File: config.mk
export PLATFORM = sky130hd
export DESIGN_NAME = nfsa_walker
export DESIGN_NICKNAME = d
export VERILOG_FILES = /design/src/hw/rtl/nfsa_pkg.sv /design/src/hw/rtl/nfsa_walker.sv
export SDC_FILE = /design/constraint.sdc
export NUM_CORES = 1
export LEC_CHECK = 0
export ABC_CLOCK_PERIOD_IN_PS = 4400
export BUFFER_PORTS_ARGS = -buffer_cell sky130_fd_sc_hd__buf_2
export CAP_MARGIN = 20
export CORE_MARGIN = 10
export CORE_UTILIZATION = 32
export DETAILED_ROUTE_END_ITERATION = 16
export PLACE_DENSITY_LB_ADDON = 0.08
export REMOVE_ABC_BUFFERS = 1
export SLEW_MARGIN = 5
export SYNTH_ARGS = -nofsm -noshare
export SYNTH_HDL_FRONTEND = slang
export SYNTH_SLANG_ARGS = --single-unit
File: constraint.sdc
create_clock -name clk -period 4.4 [get_ports clk]
set_input_delay 0.44 -clock clk [delete_from_list [all_inputs] [get_ports clk]]
set_output_delay 0.44 -clock clk [all_outputs]
set_load 0.005 [all_outputs]
File: src/hw/rtl/nfsa_pkg.sv
// ----------------------------------------------------------------------------
// Nearest free slot allocator package
// Widths, payload structs, state encodings and the records passed between the
// request sequencer and the tree walker.
// ----------------------------------------------------------------------------
`timescale 1ns / 1ps

package nfsa_pkg;

	localparam int MAX_SLOTS  = 1024;
	localparam int SLOT_W     = 11;
	localparam int NODE_W     = $clog2(MAX_SLOTS) + 1;
	localparam int TREE_DEPTH = 2 ** NODE_W;

	typedef logic [SLOT_W-1:0] slot_t;
	typedef logic [NODE_W-1:0] node_t;

	localparam logic REQ_CLAIM   = 1'b0;
	localparam logic REQ_RELEASE = 1'b1;

	typedef enum logic [1:0] {
		ST_GRANTED  = 2'd0,
		ST_FULL     = 2'd1,
		ST_RELEASED = 2'd2,
		ST_BAD      = 2'd3
	} status_t;

	typedef struct packed {
		logic  req_type;
		slot_t position;
	} req_t;

	typedef struct packed {
		slot_t   granted_position;
		status_t status;
	} rsp_t;

	typedef enum logic [1:0] {
		WALK_COUNT,
		WALK_KTH,
		WALK_TAKE,
		WALK_FREE
	} walk_mode_t;

	typedef enum logic [1:0] {
		WK_IDLE,
		WK_READ,
		WK_EVAL
	} walk_state_t;

	typedef enum logic [3:0] {
		SQ_CLEAR,
		SQ_IDLE,
		SQ_CNT_GO,
		SQ_CNT_WAIT,
		SQ_DECIDE,
		SQ_ABV_GO,
		SQ_ABV_WAIT,
		SQ_BLW_GO,
		SQ_BLW_WAIT,
		SQ_PICK,
		SQ_UPD_GO,
		SQ_UPD_WAIT,
		SQ_FIN
	} seq_state_t;

	typedef struct packed {
		logic       start;
		walk_mode_t mode;
		slot_t      key;
	} walk_cmd_t;

	typedef struct packed {
		logic  done;
		slot_t lower_free;
		logic  leaf_taken;
		slot_t slot;
	} walk_rsp_t;

	typedef struct packed {
		logic  rd_en;
		node_t rd_addr;
		logic  wr_en;
		node_t wr_addr;
		slot_t wr_data;
	} mem_req_t;

endpackage

File: src/hw/rtl/nfsa_walker.sv
// ----------------------------------------------------------------------------
// Tree walker
// Descends the taken-count tree from the root, one level per read. It counts
// free slots left of a position, finds the k-th free slot, or adjusts the
// taken counts along the path to one slot.
// ----------------------------------------------------------------------------
`timescale 1ns / 1ps

module nfsa_walker (
	input  logic               clk,
	input  logic               arst_n,
	input  nfsa_pkg::walk_cmd_t cmd,
	input  nfsa_pkg::slot_t    slots,
	input  nfsa_pkg::slot_t    rd_data,
	output nfsa_pkg::mem_req_t mem,
	output nfsa_pkg::walk_rsp_t rsp
);

	import nfsa_pkg::*;

	walk_state_t state_q, state_d;
	walk_mode_t  mode_q;
	slot_t       key_q, lo_q, hi_q, mid_q, lsize_q, acc_q;
	node_t       node_q;
	logic        leaf_q, done_q;

	logic        at_leaf, is_update, go_left;
	node_t       left_node;
	slot_t       left_free;
	logic [SLOT_W:0] range_sum;

	// The tree holds taken counts; free counts come from the node's range size.
	assign at_leaf   = (lo_q == hi_q);
	assign is_update = (mode_q == WALK_TAKE) || (mode_q == WALK_FREE);
	assign left_node = {node_q[NODE_W-2:0], 1'b0};
	assign left_free = lsize_q - rd_data;
	assign range_sum = {1'b0, lo_q} + {1'b0, hi_q};

	always_comb begin
		if (mode_q == WALK_KTH) begin
			go_left = (left_free >= key_q);
		end else begin
			go_left = (key_q <= mid_q);
		end
	end

	always_comb begin
		state_d = state_q;
		unique case (state_q)
			WK_IDLE: begin
				if (cmd.start) begin
					state_d = WK_READ;
				end
			end
			WK_READ: begin
				if (mode_q == WALK_KTH && at_leaf) begin
					state_d = WK_IDLE;
				end else begin
					state_d = WK_EVAL;
				end
			end
			WK_EVAL: begin
				if (mode_q != WALK_KTH && at_leaf) begin
					state_d = WK_IDLE;
				end else begin
					state_d = WK_READ;
				end
			end
			default: state_d = WK_IDLE;
		endcase
	end

	always_comb begin
		mem.rd_en   = (state_q == WK_READ) && !(mode_q == WALK_KTH && at_leaf);
		mem.rd_addr = (at_leaf || is_update) ? node_q : left_node;
		mem.wr_en   = (state_q == WK_EVAL) && is_update;
		mem.wr_addr = node_q;
		if (mode_q == WALK_TAKE) begin
			mem.wr_data = rd_data + slot_t'(1);
		end else begin
			mem.wr_data = rd_data - slot_t'(1);
		end
		rsp.done       = done_q;
		rsp.lower_free = acc_q;
		rsp.leaf_taken = leaf_q;
		rsp.slot       = lo_q;
	end

	always_ff @(posedge clk or negedge arst_n) begin
		if (!arst_n) begin
			state_q <= WK_IDLE;
			done_q  <= 1'b0;
		end else begin
			state_q <= state_d;
			done_q  <= (state_q != WK_IDLE) && (state_d == WK_IDLE);
		end
	end

	always_ff @(posedge clk) begin
		if (state_q == WK_IDLE && cmd.start) begin
			mode_q <= cmd.mode;
			key_q  <= cmd.key;
			node_q <= node_t'(1);
			lo_q   <= slot_t'(1);
			hi_q   <= slots;
			acc_q  <= '0;
		end
		if (state_q == WK_READ) begin
			mid_q   <= range_sum[SLOT_W:1];
			lsize_q <= ((hi_q - lo_q) >> 1) + slot_t'(1);
		end
		if (state_q == WK_EVAL) begin
			if (at_leaf) begin
				leaf_q <= (rd_data != '0);
			end else if (go_left) begin
				node_q <= left_node;
				hi_q   <= mid_q;
			end else begin
				node_q <= left_node | node_t'(1);
				lo_q   <= mid_q + slot_t'(1);
				if (mode_q == WALK_COUNT) begin
					acc_q <= acc_q + left_free;
				end
				if (mode_q == WALK_KTH) begin
					key_q <= key_q - left_free;
				end
			end
		end
	end

endmodule

## Word level (Yosys, flattened, before mapping)

Index checks and enable logic that the tools add are counted.

| storage, ports and cells | value |
|---|---|
| bits in registers | 83 |
| input port bits | 38 |
| output and inout bits | 59 |
| word-level logic and storage cells | 73 |

| cells by class | value |
|---|---|
| add/sub/neg operators | 9 |
| $lt $le $gt $ge | 2 |
| equality and inequality tests | 7 |
| muxes and demuxes | 29 |
| reduce and logical (&&, ||, !) cells | 15 |

Operator list:

| kind | number |
|---|---|
| 11-bit two-way mux | 23 |
| 11-bit subtractor | 3 |
| 11-bit by 1-bit adder with 11-bit output, second input constant | 2 |
| 11-bit by 11-bit adder with 12-bit output | 1 |
| 10-bit by 1-bit adder with 11-bit output, second input constant | 1 |
| 11-bit adder | 1 |
| 11-bit equality test | 1 |
| 11-bit greater-or-equal comparator | 1 |
| 11-bit less-or-equal comparator | 1 |
| 11-bit nonzero test | 1 |
| 11-bit by 1-bit subtractor with 11-bit output, second input constant | 1 |
| 2-bit equality test, second input constant | 3 |
| 1-bit logical AND | 6 |
| 2-bit logical NOT | 3 |
| 2-bit one-hot mux with 3 select lines | 1 |
| 2-bit by 1-bit equality test with 1-bit output, second input constant | 2 |
| 2-bit two-way mux | 2 |
| 1-bit two-way mux | 3 |
| 1-bit logical OR | 2 |
| 2-bit by 1-bit != test with 1-bit output, second input constant | 1 |
| 2-bit AND reduction | 1 |
| 2-bit nonzero test | 1 |
| 1-bit logical NOT | 1 |

## Logic depth before layout (Yosys ltp)

| depth | value |
|---|---|
| word-level depth | 7 |
| gate-level depth with buffers | 19 |

## Least setup slack after synthesis

No wires, ideal clock.

| timing path | value |
|---|---|
| path kind | input to register |
| start | in rd_data[0] |
| end | reg hi_q[0] |
| setup time | 0.123 ns |
| arrival | 3.342 ns |
| data required time | 4.277 ns |
| path slack | 0.935 ns |
| stages on the path | 17 |
| path buffers | 0 |
| cell sequence | ha_1 fa_1 nand2b_1 a21oi_1 o21ai_0 nand2b_1 a21o_1 a21o_1 xnor2_1 ha_1 a21oi_1 o21ai_1 nand2b_1 o311ai_1 o21ai_1 nor3_2 mux2_1 |

| on the way | value |
|---|---|
| cells in the longest elaborated chain, start to end | 6 |

RTL lines:

| item | RTL line | source |
|---|---|---|
| from (decl) | nfsa_walker.sv:14 | `input nfsa_pkg::slot_t rd_data,` |
| 11-bit subtractor | nfsa_walker.sv:36 | `assign left_free = lsize_q - rd_data;` |
| 11-bit greater-or-equal comparator | nfsa_walker.sv:41 | `go_left = (left_free >= key_q);` |
| 1-bit two-way mux | nfsa_walker.sv:40 | `if (mode_q == WALK_KTH) begin` |
| 11-bit two-way mux | nfsa_walker.sv:115 | `end else if (go_left) begin` |
| 11-bit two-way mux | nfsa_walker.sv:113 | `if (at_leaf) begin` |
| 11-bit two-way mux | nfsa_walker.sv:112 | `if (state_q == WK_EVAL) begin` |
| to (signal assigned) | nfsa_walker.sv:105 | `hi_q <= slots;` |
| to (signal assigned) | nfsa_walker.sv:117 | `hi_q <= mid_q;` |
| to (decl) | nfsa_walker.sv:23 | `slot_t key_q, lo_q, hi_q, mid_q, lsize_q, acc_q;` |

Every way passes these cells.
A chain may end at the register's enable or synchronous reset.

## Worst setup path in the final report

| timing path | value |
|---|---|
| start | reg lsize_q[0] |
| end | reg hi_q[10] |

| on the way | value |
|---|---|
| cells in the longest elaborated chain, start to end | 6 |

RTL lines:

| item | RTL line | source |
|---|---|---|
| from (decl) | nfsa_walker.sv:23 |  |
| from (signal assigned) | nfsa_walker.sv:110 | `lsize_q <= ((hi_q - lo_q) >> 1) + slot_t'(1);` |
| 11-bit subtractor | nfsa_walker.sv:36 |  |
| 11-bit greater-or-equal comparator | nfsa_walker.sv:41 |  |
| 1-bit two-way mux | nfsa_walker.sv:40 |  |
| 11-bit two-way mux | nfsa_walker.sv:115 |  |
| 11-bit two-way mux | nfsa_walker.sv:113 |  |
| 11-bit two-way mux | nfsa_walker.sv:112 |  |

Every way passes these cells.

==> flow_metrics.py <==
metrics = {
    "setup_path": {
        "r2r_start": "lsize_q[0]$_DFFE_PN_",
        "critPathMaxFanout": 11,
        "crit_type": "flip-flop to flip-flop",
        "r2r-end": "hi_q[10]$_DFF_P_",
        "r2r_slack_ns": 0.56,
        "cp.arrival_ns": 4.11,
        "startpoint": "lsize_q[0]$_DFFE_PN_",
        "worstPathRequired_ns": 4.67,
        "worstSetupStartpointType": "flip-flop",
        "endpoint_kind": "flip-flop",
        "worstRegToRegCells": 17,
    },
    "drt": {
        "routed_wl_mm": 18.44,
        "vias": 5370,
        "drt_iter0_drc": 202,
        "drc_errors": 0,
        "via_per_inst": 4.877,
        "routedWlPerCell_um": 16.75,
        "ant_nets": 0,
        "dr.pass1.iters": 4,
    },
    "logic_synthesis": {
        "synth_ff_type": "dfxtp_1",
        "synth_seq_cells": 83,
        "synth_top_family_by_area": "compound AO/OA/AOI/OAI gates",
        "synth_largest_area_cell": "dfxtp_1",
        "yosysWarnings": 0,
        "synth_top_area_frac": 0.1690,
        "synth_fa_ha_area_frac": 0.1625,
        "synth-seq-area-share": 0.2958,
        "synthMuxAreaShare": 0.08085,
        "syn_avg_cell_area_um2": 8.876,
        "synth_area_leaders": "dfxtp_1 17%, ha_1 14%, edfxtp_1 12%",
        "yosys.area_share.simple": 0.1396,
        "synth_edf_count": 25,
        "synthArstFlopShare": 0.03614,
        "netlist_area_um2": 6515,
        "synth-compound-area-share": 0.1713,
        "synthCells": 734,
        "synth_xor_area_frac": 0.09218,
        "synth_cell_types": 71,
    },
    "die": {
        "start_util": 0.3241,
        "io_pins": 97,
        "fp.dieH_um": 162.7,
        "die-area_um2": 26470,
        "core_area_um2": 20100,
        "rows": 52,
        "die_w_um": 162.7,
    },
    "final_layout": {
        "final_cell_mix": "96 x buf_2, 77 x nand2_1, 75 x ha_1, 66 x inv_1, 55 x dfxtp_1",
        "fin_nets": 945,
        "antenna_cells": 0,
        "syn2layout_area_growth_pct": 16.69,
        "layout_commonest_cell": "buf_2",
        "stdcell_area_um2": 7602,
        "fillers": 2054,
        "drive_above_1_share": 0.1817,
    },
    "placement": {
        "port_buffers": 96,
        "gp_congestion": 0.8754,
        "dpl.hpwl_mm": 15.07,
        "placed_cell_area_um2": 7284,
    },
    "sta": {
        "fin_crit_ns": 3.840,
        "finalSetupTns_ns": 0,
        "fmax_mhz": 260.4,
        "setup_viol": 0,
        "fin_crit_sh": 0.8727,
        "finalHoldViolations": 0,
        "clock-skew-final_ns": 0.01172,
        "tightest_slew_ns": 0.9526,
        "drv_slew": 0,
        "slew_headroom": 0.3626,
        "rsz0062_at_grt": "no",
    },
    "hold_path": {
        "min_path_cells": 1,
        "hold_path_class": "primary input to flip-flop",
        "min-delay-start": "cmd[11]",
        "min_to": "mode_q[0]$_DFFE_PP_",
    },
    "pwr": {
        "p_leak_nw": 3.381,
        "power_mw": 6.947,
        "pwr_density_cell_nw_per_um2": 913.9,
        "vdd_drop_max_mv": 0.3154,
    },
    "clock_tree": {
        "htreeDepth": 3,
        "numCtsBuffers": 9,
        "cts_tree": "done",
        "cts_sinks": 83,
        "cts_root_buffer": "clkbuf_16",
        "postCtsHoldBufs": 1,
        "cts_setup_buffers": 0,
        "clk_path_buf_depth": 2,
        "clk_pin_slew_worst_paths_ns": 0.06,
        "worst_skew_pair.late_latency_ns": 0.34,
        "postCtsResizedCells": 0,
    },
    "grt": {
        "grt_use_total": 0.1388,
        "grt_start_max_net_pins": 35,
        "grt_first_pass_wirelength_mm": 29.17,
        "grt_pass1_vias": 5415,
        "antenna_found_initial": 0,
        "gr-total-overflow": 0,
    },
    "run": {
        "cap_violations": 0,
    },
    "outcome": {
        "run_status": "finished clean",
    },
}
## cell usage after synthesis, types with 4 or more instances
cell type,n
nand2_1,77
ha_1,75
inv_1,66
dfxtp_1,55
o21ai_0,49
a21oi_1,47
xnor2_1,43
mux2i_1,38
nor2_1,34
edfxtp_1,25
xor2_1,23
nand3_1,14
nor3_1,14
a21o_1,13
mux2_2,12
nand2b_1,11
clkbuf_1,10
a31oi_1,8
o21bai_1,8
a211oi_1,7
buf_2,7
nand4_1,7
nor2b_1,7
fa_1,6
buf_4,4
nor4_1,4
o21ai_1,4
## metal layers
metal / up-vias / share of wire / GRT usage
met2: 92 / 0.50 / 0.2438
met4: 0 / 0.011 / 0.03402
met1: 2499 / 0.45 / 0.1681
met5: - / 0 / 0
li1: 2766 / - / -
met3: 13 / 0.037 / 0.03008
## worst max-delay path, cell delays in order, from the launching register on
cell and delay, ns:
edfxtp_1 0.32, inv_1 0.05, ha_1 0.21, fa_1 0.40
nand2b_1 0.20, a21oi_1 0.19, o21ai_0 0.11, nand2b_1 0.12
a21o_1 0.12, a21o_1 0.15, xnor2_1 0.08, ha_1 0.42
nand4_1 0.14, o311ai_1 0.41, o21ai_1 0.16, nor3_2 0.30
buf_12 0.20, mux2i_1 0.19
## sequential cells by signal, summed over array words and instances (netlist names), 11 cells and up
name / count
acc_q: 11
hi_q: 11
key_q: 11
lo_q: 11
lsize_q: 11
mid_q: 11
node_q: 11
## worst max path at each step
stage / slack, ns / depth (start not counted) / end
global placement: 0.47 / 16 / hi_q[0]$_DFF_P_
detailed placement: 0.34 / 16 / hi_q[0]$_DFF_P_
CTS: 0.59 / 17 / hi_q[10]$_DFF_P_
global route: 0.23 / 15 / hi_q[9]$_DFF_P_
floorplan: 0.16 / 17 / key_q[7]$_DFF_P_
finish: 0.56 / 17 / hi_q[10]$_DFF_P_
## metrics by stage
stage,cells,setup slack (ns),utilization,hold slack (ns)
floorplan,710,0.1584,-,0.1444
global placement,1084,0.4668,0.3623,0.2434
detailed placement,1084,0.3389,0.3623,0.2488
CTS,1101,0.5853,0.3781,0.2701
global route,1101,0.2283,0.3781,0.2665
finish,1101,0.5600,0.3781,0.2849
## cells by family (layout without fill, tap and decap cells)
kind of cell    Yosys count  count (layout)
simple gates            189             189
compound gates          173             173
buf+inv                  90             187
flops                    83              83
fa+ha+maj                81              81
xor+xnor                 67              67
mux                      51              51
## area by class of cell
cell class                      instances  area [um2]  share of cell area
Timing Repair Buffer                  105       563.0             0.07406
Multi-Input combinational cell        561        4219              0.5550
Clock inverter                          3       25.02            0.003292
Clock buffer                           13       282.8             0.03720
Inverter                               66       247.7             0.03259
Sequential cell                        83        1927              0.2535
Tap cell                              270       337.8             0.04444
## where the power goes
part | internal [mW] | leakage, nW | switching [mW]
clock network | 0.456 | 0.147 | 0.328
logic | 1.98 | 2.51 | 2.68
registers | 1.22 | 0.726 | 0.275
total | 3.66 | 3.38 | 3.29
No activity file was read; power rests on OpenSTA's default activity.
